--- src/rtl/base64_codec_unit_assert.svh ---
// assertion macros for the codec rtl
`ifndef BASE64_CODEC_UNIT_ASSERT_SVH
`define BASE64_CODEC_UNIT_ASSERT_SVH

// same-cycle implication, checked outside reset
`define B64C_ASSERT_NOW(lbl, ante, cons, msg) \
    lbl: assert property (@(posedge clk) disable iff (!rst_n) (ante) |-> (cons)) \
        else $error(msg);

// next-cycle implication, checked outside reset
`define B64C_ASSERT_NEXT(lbl, ante, cons, msg) \
    lbl: assert property (@(posedge clk) disable iff (!rst_n) (ante) |=> (cons)) \
        else $error(msg);

`endif

--- src/rtl/b64c_pkg.sv ---
package b64c_pkg;

    localparam int NumSlots = 4;

    localparam logic [7:0] PadChar = 8'h3d;

    localparam logic MODE_ENCODE = 1'b0;
    localparam logic MODE_DECODE = 1'b1;

    // one result beat
    typedef struct packed {
        logic [7:0] out_byte;
        logic       byte_valid;
        logic       end_of_message;
    } result_t;

    // all results caused by one input beat
    typedef result_t [NumSlots-1:0] burst_t;

    // group state carried between beats
    typedef struct packed {
        logic [17:0] bits;
        logic [1:0]  count;
        logic        stopped;
    } group_t;

    // sextet to alphabet character
    function automatic logic [7:0] b64c_char(input logic [5:0] v);
        logic [7:0] r;
        r = 8'h00;
        if (v < 6'd26)
            r = 8'h41 + {2'b00, v};
        else if (v < 6'd52)
            r = 8'h61 + {2'b00, v - 6'd26};
        else if (v < 6'd62)
            r = 8'h30 + {2'b00, v - 6'd52};
        else if (v == 6'd62)
            r = 8'h2b;
        else
            r = 8'h2f;
        return r;
    endfunction

    // character to sextet, bit 6 flags a non-alphabet character
    function automatic logic [6:0] b64c_sextet(input logic [7:0] ch);
        logic [6:0] r;
        r = 7'h40;
        if (ch >= 8'h41 && ch <= 8'h5a)
            r = {1'b0, 6'(ch - 8'h41)};
        else if (ch >= 8'h61 && ch <= 8'h7a)
            r = {1'b0, 6'(ch - 8'h61 + 8'd26)};
        else if (ch >= 8'h30 && ch <= 8'h39)
            r = {1'b0, 6'(ch - 8'h30 + 8'd52)};
        else if (ch == 8'h2b)
            r = 7'd62;
        else if (ch == 8'h2f)
            r = 7'd63;
        return r;
    endfunction

endpackage

--- src/rtl/b64c_step.sv ---
module b64c_step (
    input  logic             mode,
    input  b64c_pkg::group_t cur,
    input  logic [7:0]       data_byte,
    input  logic             last_item,
    output b64c_pkg::group_t nxt,
    output b64c_pkg::burst_t res,
    output logic [2:0]       res_cnt
);
    import b64c_pkg::*;

    logic [6:0]  sext;
    logic [23:0] word;
    logic [23:0] fword;

    assign sext = b64c_sextet(data_byte);

    // next group state and the results of one beat
    always_comb
    begin
        nxt     = cur;
        res     = '0;
        res_cnt = 3'd0;
        word    = '0;
        fword   = '0;
        if (mode == MODE_ENCODE)
        begin
            // collect bytes, emit four characters on a full group
            if (cur.count < 2'd2)
            begin
                nxt.bits  = {2'b00, cur.bits[7:0], data_byte};
                nxt.count = cur.count + 2'd1;
            end
            else
            begin
                word = {cur.bits[15:0], data_byte};
                for (int i = 0; i < NumSlots; i++)
                begin
                    res[i].out_byte   = b64c_char(word[23-6*i -: 6]);
                    res[i].byte_valid = 1'b1;
                end
                res_cnt   = 3'd4;
                nxt.bits  = '0;
                nxt.count = 2'd0;
            end
            // partial group flush with padding
            if (last_item && nxt.count != 2'd0)
            begin
                fword = (nxt.count == 2'd1) ? {nxt.bits[7:0], 16'h0000}
                                            : {nxt.bits[15:0], 8'h00};
                for (int i = 0; i < NumSlots; i++)
                begin
                    res[i].out_byte   = (3'(i) <= {1'b0, nxt.count}) ?
                                        b64c_char(fword[23-6*i -: 6]) : PadChar;
                    res[i].byte_valid = 1'b1;
                end
                res_cnt = 3'd4;
            end
        end
        else
        begin
            // collect sextets until the first pad or foreign character
            if (!cur.stopped)
            begin
                if (sext[6])
                    nxt.stopped = 1'b1;
                else if (cur.count < 2'd3)
                begin
                    nxt.bits  = {cur.bits[11:0], sext[5:0]};
                    nxt.count = cur.count + 2'd1;
                end
                else
                begin
                    word = {cur.bits, sext[5:0]};
                    for (int i = 0; i < 3; i++)
                    begin
                        res[i].out_byte   = word[23-8*i -: 8];
                        res[i].byte_valid = 1'b1;
                    end
                    res_cnt   = 3'd3;
                    nxt.bits  = '0;
                    nxt.count = 2'd0;
                end
            end
            // partial group flush
            if (last_item && nxt.count >= 2'd2)
            begin
                fword = (nxt.count == 2'd2) ? {nxt.bits[11:0], 12'h000}
                                            : {nxt.bits, 6'h00};
                res[0].out_byte   = fword[23:16];
                res[0].byte_valid = 1'b1;
                res[1].out_byte   = fword[15:8];
                res[1].byte_valid = 1'b1;
                res_cnt = (nxt.count == 2'd2) ? 3'd1 : 3'd2;
            end
        end
        // end mark and group clear on the last beat
        if (last_item)
        begin
            if (res_cnt == 3'd0)
            begin
                res[0]  = '{out_byte: 8'h00, byte_valid: 1'b0, end_of_message: 1'b1};
                res_cnt = 3'd1;
            end
            else
                res[2'(res_cnt - 3'd1)].end_of_message = 1'b1;
            nxt = '0;
        end
    end

endmodule

--- src/rtl/base64_codec_unit.sv ---
// Streaming Base64 codec, standard alphabet with '=' padding. codec_mode 0 encodes
// bytes into characters, 1 decodes characters into bytes; writing codec_mode also
// drops any partial group. Every input beat is held in an input register, then
// resolved in a single pass into a burst of up to four result beats that is handed
// out one beat per cycle while result_stall is low. Beats with no result retire
// without waiting on the result port, so encode takes bytes as a burst drains and
// decode one character per cycle while result_stall is low; the result port sets the
// rate. With the result port free, an input beat passes the input register, then the
// burst register, before its first result beat is presented. A last_item beat always
// closes with end_of_message, on an empty marker with byte_valid 0 if needed.
module base64_codec_unit (
    input  logic       clk,
    input  logic       rst_n,
    input  logic       codec_mode_we,
    input  logic       codec_mode,
    input  logic       data_valid,
    output logic       data_stall,
    input  logic [7:0] data_byte,
    input  logic       last_item,
    output logic       result_valid,
    input  logic       result_stall,
    output logic [7:0] out_byte,
    output logic       byte_valid,
    output logic       end_of_message
);
    import b64c_pkg::*;

    logic       mode_reg;
    group_t     group_reg;
    logic       in_vld_reg, in_vld_next;
    logic [7:0] in_byte_reg;
    logic       in_last_reg;
    burst_t     burst_reg;
    logic [2:0] burst_cnt_reg;
    logic [1:0] rd_idx_reg;

    group_t     step_grp;
    burst_t     step_res;
    logic [2:0] step_cnt;
    logic       accept, advance, pop, pop_last;
    result_t    cur_res;

    // single-pass group logic
    b64c_step u_step (
        .mode      (mode_reg),
        .cur       (group_reg),
        .data_byte (in_byte_reg),
        .last_item (in_last_reg),
        .nxt       (step_grp),
        .res       (step_res),
        .res_cnt   (step_cnt)
    );

    // handshake
    assign result_valid = (burst_cnt_reg != 3'd0);
    assign pop          = result_valid && !result_stall;
    assign pop_last     = pop && ({1'b0, rd_idx_reg} == burst_cnt_reg - 3'd1);
    assign advance      = in_vld_reg &&
                          (step_cnt == 3'd0 || burst_cnt_reg == 3'd0 || pop_last);
    assign data_stall   = in_vld_reg && !advance;
    assign accept       = data_valid && !data_stall;
    assign in_vld_next  = accept ? 1'b1 : (advance ? 1'b0 : in_vld_reg);

    // output beat
    assign cur_res        = burst_reg[rd_idx_reg];
    assign out_byte       = cur_res.out_byte;
    assign byte_valid     = cur_res.byte_valid;
    assign end_of_message = cur_res.end_of_message;

    // mode, group state and input register
    always_ff @(posedge clk or negedge rst_n)
    begin
        if (!rst_n)
        begin
            mode_reg   <= MODE_ENCODE;
            group_reg  <= '0;
            in_vld_reg <= 1'b0;
        end
        else
        begin
            in_vld_reg <= in_vld_next;
            if (codec_mode_we)
            begin
                mode_reg  <= codec_mode;
                group_reg <= '0;
            end
            else if (advance)
                group_reg <= step_grp;
        end
    end

    // input payload
    always_ff @(posedge clk)
    begin
        if (accept)
        begin
            in_byte_reg <= data_byte;
            in_last_reg <= last_item;
        end
    end

    // burst control
    always_ff @(posedge clk or negedge rst_n)
    begin
        if (!rst_n)
        begin
            burst_cnt_reg <= 3'd0;
            rd_idx_reg    <= 2'd0;
        end
        else if (advance && step_cnt != 3'd0)
        begin
            burst_cnt_reg <= step_cnt;
            rd_idx_reg    <= 2'd0;
        end
        else if (pop_last)
        begin
            burst_cnt_reg <= 3'd0;
            rd_idx_reg    <= 2'd0;
        end
        else if (pop)
            rd_idx_reg <= rd_idx_reg + 2'd1;
    end

    // burst payload
    always_ff @(posedge clk)
    begin
        if (advance && step_cnt != 3'd0)
            burst_reg <= step_res;
    end

`include "base64_codec_unit_assert.svh"

    `B64C_ASSERT_NOW(a_idx_in_burst, result_valid, {1'b0, rd_idx_reg} < burst_cnt_reg, "read index past burst")
    `B64C_ASSERT_NOW(a_eom_at_tail, result_valid && end_of_message, {1'b0, rd_idx_reg} == burst_cnt_reg - 3'd1, "end mark not on final beat")
    `B64C_ASSERT_NOW(a_empty_is_eom, result_valid && !byte_valid, end_of_message, "empty beat without end mark")
    `B64C_ASSERT_NEXT(a_clear_after_last, advance && in_last_reg && !codec_mode_we, group_reg == '0, "group not cleared after last beat")
    `B64C_ASSERT_NEXT(a_hold_pending, in_vld_reg && !advance, in_vld_reg, "pending input beat lost")

endmodule
--- config.mk ---
export PLATFORM = sky130hd
export DESIGN_NAME = base64_codec_unit
export DESIGN_NICKNAME = d
export VERILOG_FILES = /design/src/rtl/b64c_pkg.sv /design/src/rtl/b64c_step.sv /design/src/rtl/base64_codec_unit.sv
export VERILOG_INCLUDE_DIRS = /design/src /design/src/rtl
export SDC_FILE = /design/constraint.sdc
export NUM_CORES = 1
export LEC_CHECK = 0
export BUFFER_PORTS_ARGS = -buffer_cell sky130_fd_sc_hd__buf_4
export CAP_MARGIN = 20
export CORE_ASPECT_RATIO = 1.5
export CORE_MARGIN = 5
export CORE_UTILIZATION = 30
export DETAILED_ROUTE_END_ITERATION = 12
export GPL_TIMING_DRIVEN = 0
export RECOVER_POWER = 50
export SLEW_MARGIN = 15
export SYNTH_ARGS = -nofsm -noshare
export SYNTH_HDL_FRONTEND = slang
export SYNTH_SLANG_ARGS = --single-unit
--- constraint.sdc ---
create_clock -name clk -period 7.1 [get_ports clk]
set_input_delay 1.42 -clock clk [delete_from_list [all_inputs] [get_ports clk]]
set_output_delay 1.42 -clock clk [all_outputs]
set_load 0.02 [all_outputs]
==> impl_results.md, run 1 <==
* Placed cell count at 1,439
* R2R Path End: burst_reg[3]
* Largest cells by area after synthesis: edfxtp_1 17%, ha_1 11%, dfrtp_1 8.1%
* R2R setup slack at 1.15 ns
* Min-delay src: burst_cnt_reg[1]
* Num rows at 76
* Cts repair resizes at 0
* Post-DP Area at 0.00936 sq mm
* Top cell type's share of synthesized area at 17.0%
* Max VDD drop at 131 uV
* Hold worst-path end: burst_cnt_reg[1]
* Crit path max fanout at 10
* RSZ-0062 raised after global routing: no
* Hpwl dp at 26,100 um
* Simple-gate share of the synthesized area at 18.2%
* Async SR Flop Fraction at 36.4%
* Synth top cells by count: 119 x nand2_1, 75 x ha_1, 71 x nor2_1, 61 x o21ai_0, 56 x a21oi_1
* Die height at 218 um
* Cell count after synthesis at 1,023
* H-tree levels at 3
* Vias per Instance at 5.80
* First-pass GRT wire length at 51,600 um
* Via count of the routed design at 8,445
* Total grt overflow at 0
* Status: finished with violations
* DRC Markers at 0
* Max reg flops at 40
* Routability cong. at 1.02
* Hold Crit Class: register to register
* Vias in the first global route at 8,507
* Area Growth Syn to Fin at 10.3%
* Syn Std Cell Area at 0.00864 sq mm
* Post-synthesis mux area share at 5.98%
* Tot GR Track Use at 20.9%
* N_diodes at 0
* Buffers on Ports at 25
* R2R depth at 15
* Synth Flop Type: edfxtp_1
* Min cycle time layout at 5.97 ns
* Tot Pwr at 2.62 mW
* Post-synth EDFFs at 49
* Count of cell types in the netlist at 101
* Clock buffer depth at 2
* Antenna-violating nets left at 0
* DR WL/cell at 23.3 um
* Setup crit end kind: primary output
* Final cycle utilization of the critical path at 84.0%
* Synthesized Nets at 1,113
* CTS root buf: clkbuf_16
* Initial DRC Count at 826
* Total length of routed wires at 33,900 um
* Setup bufs post-CTS at 0
* Final #Nets at 1,150
* RR Startpoint: group_reg[2]
* Top-count cell post-synth: nand2_1
* Yosys warning total at 0
* Ports at 27
* Starting density of the core at 30.2%
* # clock sinks at 77
* Final non-filler cell total at 1,455
* Total die area at 0.0324 sq mm
* Cell area after layout at 0.00953 sq mm
* Hold-critical path depth at 1
* Die Wd at 149 um
* F_max at 168 MHz
* CTS tree: built
* Adder-Cell Fraction of Synth Area at 10.9%
* Crit Path Category: register to primary output
* Part of the Yosys area used for sequential elements at 25.1%
* Synth Area in Compound Gates at 26.3%
* Yosys top cell by area: edfxtp_1
* Clk Latency, worst-skew pair at 0.36 ns
* Max-slew headroom at -16.4%
* Post-synthesis xor/xnor area fraction at 7.46%
* Pins Over Slew Limit at 45
* Core area at 0.0286 sq mm
* Failing checks: max-capacitance violations, max-slew violations
* Worst-margin pin slew at 1.75 ns
* Number of CTS-inserted buffers at 9
* Startpoint types: register
* Avg Cell Area, Syn at 8.45 sq um
* Hold-fix buffers, CTS at 0
* Layout cells sized above 1 at 8.26%
* Largest family of logic cells by synthesized area: compound AO/OA/AOI/OAI gates
* Final setup TNS at 0 ns
* Hold Vio Cnt, Final at 0
* Antenna violations before repair at 0
* TritonRoute pass-1 iters at 6
* Yosys reg bits at 77
* Worst EP arrival at 4.55 ns
* Clock transition at path regs at 0.07 ns
* Power Density at 274 mW/mm^2
* Total of max-cap violations at 2
* Largest net degree at the start of global routing at 29
* Clock Skews at 0.0139 ns
* Leak Pwr at 3.57 nW
* Critical Path RT at 5.68 ns
* Setup violations, final at 0
[worst max-delay path by stage]
stage	startpoint	slack, ns	endpoint	cells after the start
6_report	in_byte_reg[1]	1.13	data_stall	11
3_5_place_dp	group_reg[2]	1.37	burst_reg[3]	15
4_1_cts	group_reg[2]	1.36	burst_reg[3]	15
5_1_grt	group_reg[2]	0.96	burst_reg[5]	16
3_3_place_gp	in_byte_reg[1]	0.36	burst_cnt_reg[1]	11
2_1_floorplan	in_byte_reg[0]	2.27	burst_cnt_reg[1]	11
[report_power, final]
part / internal, mW / total (mW) / switching (mW) / leakage [nW]
clock: 0.246 / 0.467 / 0.222 / 0.137
sequential: 0.582 / 0.641 / 0.0589 / 0.834
combinational: 0.521 / 1.51 / 0.986 / 2.59
[layer usage]
layer	routed length (um)	GRT usage, %	share of wire, %	vias up
met3	1700	3.06	5.0	165
met2	16400	35.7	48	382
met1	12600	22.9	37	4034
li1	-	-	-	3864
met5	0	0	0	-
met4	3190	16.3	9.4	0
[cell families (layout without fill, tap and decap cells)]
| family | Yosys count | count (layout) |
|---|---|---|
| muxes | 38 | 38 |
| DFF | 77 | 77 |
| and+or+nand+nor | 320 | 320 |
| xor gates and xnor gates | 72 | 72 |
| buffers and inverters | 127 | 169 |
| AOI/OAI and AO/OA | 314 | 314 |
| adders and majority gates | 75 | 75 |
[stage by stage]
stage / util, % / setup slack (ns) / hold slack [ns]
floorplan: - / 2.27 / 0.473
global placement: 32.6 / 0.357 / 0.494
detailed placement: 32.7 / 1.37 / 0.496
CTS: 33.7 / 1.36 / 0.515
global route: 33.3 / 0.955 / 0.549
finish: 33.3 / 1.13 / 0.509
[critical path: stages (launching register included)]
cell      delay [ns]
edfxtp_1        0.55
clkbuf_1        0.54
inv_1           0.29
ha_1            0.33
nor2b_1         0.17
o211ai_1        0.34
a32o_1          0.24
clkbuf_1        0.42
nand4_1         0.59
a211o_1         0.50
inv_1           0.08
buf_4           0.13
[cells in the final DEF (no fill, tap or decap), types with 14 or more instances in the layout]
master,netlist,layout
nand2_1,119,120
ha_1,75,75
clkbuf_1,49,72
nor2_1,71,72
o21ai_0,61,61
a21oi_1,56,56
edfxtp_1,49,49
inv_1,45,45
xnor2_1,37,37
xor2_1,34,34
dfrtp_1,28,28
nand3_1,25,25
mux2i_1,19,19
a31oi_1,17,17
nor3_1,15,16
a211oi_1,15,15
buf_2,18,14
a22oi_1,14,14
[cell type report]
type | instances | area (sq um)
fill | 3041 | 19100
clock inverter | 7 | 68.8
multi-input combinational | 819 | 5900
timing repair buffer | 26 | 170
buffer | 79 | 329
tap | 390 | 488
sequential | 77 | 2170
clock buffer | 9 | 225
inverter | 48 | 180
Note: power is estimated with default switching activity, not from simulation.
==> run 2: changes to the inputs <==
==> constraint.sdc (replaced) <==
create_clock -name clk -period 5.85 [get_ports clk]
set_input_delay 1.17 -clock clk [delete_from_list [all_inputs] [get_ports clk]]
set_output_delay 1.17 -clock clk [all_outputs]
set_load 0.02 [all_outputs]
==> impl_results.md, run 2 (same netlist as run 1, synthesis figures left out) <==
* Storage cell area at 0.00217 sq mm (unchanged)
* Die Wd at 149 um (unchanged)
* Final cycle utilization of the critical path at 98.2%
* Worst-margin pin slew at 1.73 ns (-0.0175 ns)
* N_diodes at 0 (unchanged)
* Core area at 0.0286 sq mm (unchanged)
* Psw at 1.54 mW (+21%)
* Min cycle time layout at 5.75 ns
* # clock sinks at 77 (unchanged)
* Hold Crit Class: register to register
* Leak Pwr at 3.57 nW (about the same)
* RSZ-0062 raised after global routing: no
* Power Density at 333 mW/mm^2 (+21%)
* Buffers on Ports at 25 (unchanged)
* Max VDD drop at 157 uV (+20%)
* Hold Vio Cnt, Final at 0 (unchanged)
* TritonRoute pass-1 iters at 5 (-1)
* Clock transition at path regs at 0.07 ns (about the same)
* Hpwl dp at 26,100 um (unchanged)
* Crit path max fanout at 12 (+2)
* Final #Nets at 1,150 (unchanged)
* Status: finished with violations
* H-tree levels at 3 (unchanged)
* CP delay by family, top: buffers and inverters
* Clk Latency, worst-skew pair at 0.36 ns (about the same)
* Pins Over Slew Limit at 45 (unchanged)
* Layout cells sized above 1 at 8.45% (+0.19 points)
* DR WL/cell at 23.4 um (+0.27%)
* Tot GR Track Use at 20.9% (unchanged)
* CTS tree: built
* Ports at 27 (unchanged)
* Commonest non-fill, non-tap cell in the layout: nand2_1
* Area Growth Syn to Fin at 10.4%
* Number of CTS-inserted buffers at 9 (unchanged)
* Vias per Instance at 5.84 (+0.57%)
* Clock buffer depth at 2 (unchanged)
* Crit Path Category: register to register
* Max-slew headroom at -15.3% (+1.2 points)
* Flop pwr share at 24.5% (about the same)
* Final Core Density at 33.3% (+0.039 points)
* Clock Skews at 0.0144 ns (+0.000450 ns)
* Critical Path RT at 5.86 ns (+0.18 ns)
* DRC Markers at 0 (unchanged)
* Most frequent cells in the layout: 120 x nand2_1, 75 x ha_1, 72 x clkbuf_1, 72 x nor2_1, 61 x o21ai_0
* Number of fill cells in the layout at 3,042 (+0.033%)
* Multi-input combinational cell area at 0.00590 sq mm (+0.13%)
* Max incr delay on CP at 0.83 ns (+0.24 ns)
* Max reg flops at 40 (unchanged)
* Initial DRC Count at 949 (+15%)
* Total grt overflow at 0 (unchanged)
* Setup bufs post-CTS at 0 (unchanged)
* Switching Fraction at 48.4% (about the same)
* Antenna violations before repair at 0 (unchanged)
* Clock share of power at 17.8% (about the same)
* CTS root buf: clkbuf_16
* Worst EP arrival at 5.76 ns (+1.21 ns)
* Total length of routed wires at 34,000 um (+0.27%)
* Largest net degree at the start of global routing at 29 (unchanged)
* Cell chain of the critical path: clkinvlp_4, ha_1, buf_2, buf_4, buf_2, mux2i_1, nor2_1, inv_1, ha_1, a2111oi_1, clkbuf_1, nand2_1, a21oi_1, a211oi_1, a311oi_1
* First-pass GRT wire length at 51,600 um (unchanged)
* Via count of the routed design at 8,493 (+0.57%)
* Die height at 218 um (unchanged)
* Total of max-cap violations at 2 (unchanged)
* F_max at 174 MHz
* Hold WS at 0.508 ns (-0.000344 ns)
* Num rows at 76 (unchanged)
* Setup violations, final at 0 (unchanged)
* Failing checks: max-capacitance violations, max-slew violations
* Routability cong. at 1.02 (unchanged)
* Slowest cell on the critical path: a311oi_1
* Total die area at 0.0324 sq mm (unchanged)
* Internal Power at 1.64 mW (+21%)
* Vias in the first global route at 8,507 (unchanged)
* Combinational Power Share at 57.7% (about the same)
* Starting density of the core at 30.2% (unchanged)
* Startpoint types: register
* Worst path bufs/invs at 6 (+1)
* Antenna-violating nets left at 0 (unchanged)
* Setup crit end kind: register
## run 2: changes by cell type in the layout (fill, tap and decap cells not counted)
| cell | change |
|---|---|
| clkinvlp_4 | +1 |
| nand4_1 | -1 |
| nand4_2 | +1 |
| buf_4 | +1 |
| a2111oi_0 | -1 |
| clkinv_1 | -1 |
| a2111oi_1 | +1 |
| clkbuf_4 | -1 |
## run 2: layout make-up
class	instances	area share (%)
plain buffers	79	3.45
flip-flops and latches	77	22.8
clock buffers	9	2.36
clock inverters	7	0.721
well taps	390	5.11
inverters	48	1.93
multi-input cells	819	61.9
repair buffers	26	1.78
## run 2: final timing paths
check	depth (start not counted)	to	slack, ns	startpoint
worst max-delay path	15	burst_reg[3]	0.10	group_reg[2]
min in group asynchronous	1	group_reg[12]	1.26	rst_n
max in group asynchronous	1	rd_idx_reg[1]	3.58	rst_n
worst min register to register	1	burst_cnt_reg[1]	0.51	burst_cnt_reg[1]
worst max register to register	15	burst_reg[3]	0.10	group_reg[2]
worst min-delay path	1	burst_cnt_reg[1]	0.51	burst_cnt_reg[1]
## run 2: repair_timing
action / in CTS / in global routing
endpoints found under the hold margin: 0 / 0
hold buffers: 0 / 0
resized for setup: 0 / 2
endpoints found under the setup margin: 0 / 4
## run 2: metrics by stage
stage	instance area [sq um]	setup TNS, ns	power, mW	worst slack (ns)	instances
after global placement	9320	-23.51	2.61	-0.893	1438
after detailed placement	9360	0	2.63	0.121	1439
after global routing	9540	0	3.37	0.0496	1455
after CTS	9650	0	3.21	0.113	1455
after floorplan	8640	0	2.04	1.02	1023
final	9540	0	3.17	0.105	1455
## run 2: metal layers
layer / global-route usage [%] / up-vias / routed length [um]
li1: - / 3858 / -
met1: 22.9 / 4066 / 12400
met2: 35.7 / 410 / 16600
met3: 3.06 / 159 / 1920
met4: 16.3 / 0 / 3070
met5: 0 / - / 0
## run 2: power by group through the flow
| stage | clock [mW] | combinational [mW] | sequential [mW] |
|---|---|---|---|
| after floorplan | 0 | 1.27 | 0.762 |
| after global placement | 0 | 1.82 | 0.792 |
| after detailed placement | 0 | 1.85 | 0.788 |
| after CTS | 0.571 | 1.86 | 0.778 |
| after global routing | 0.593 | 1.98 | 0.791 |
| final | 0.566 | 1.83 | 0.778 |
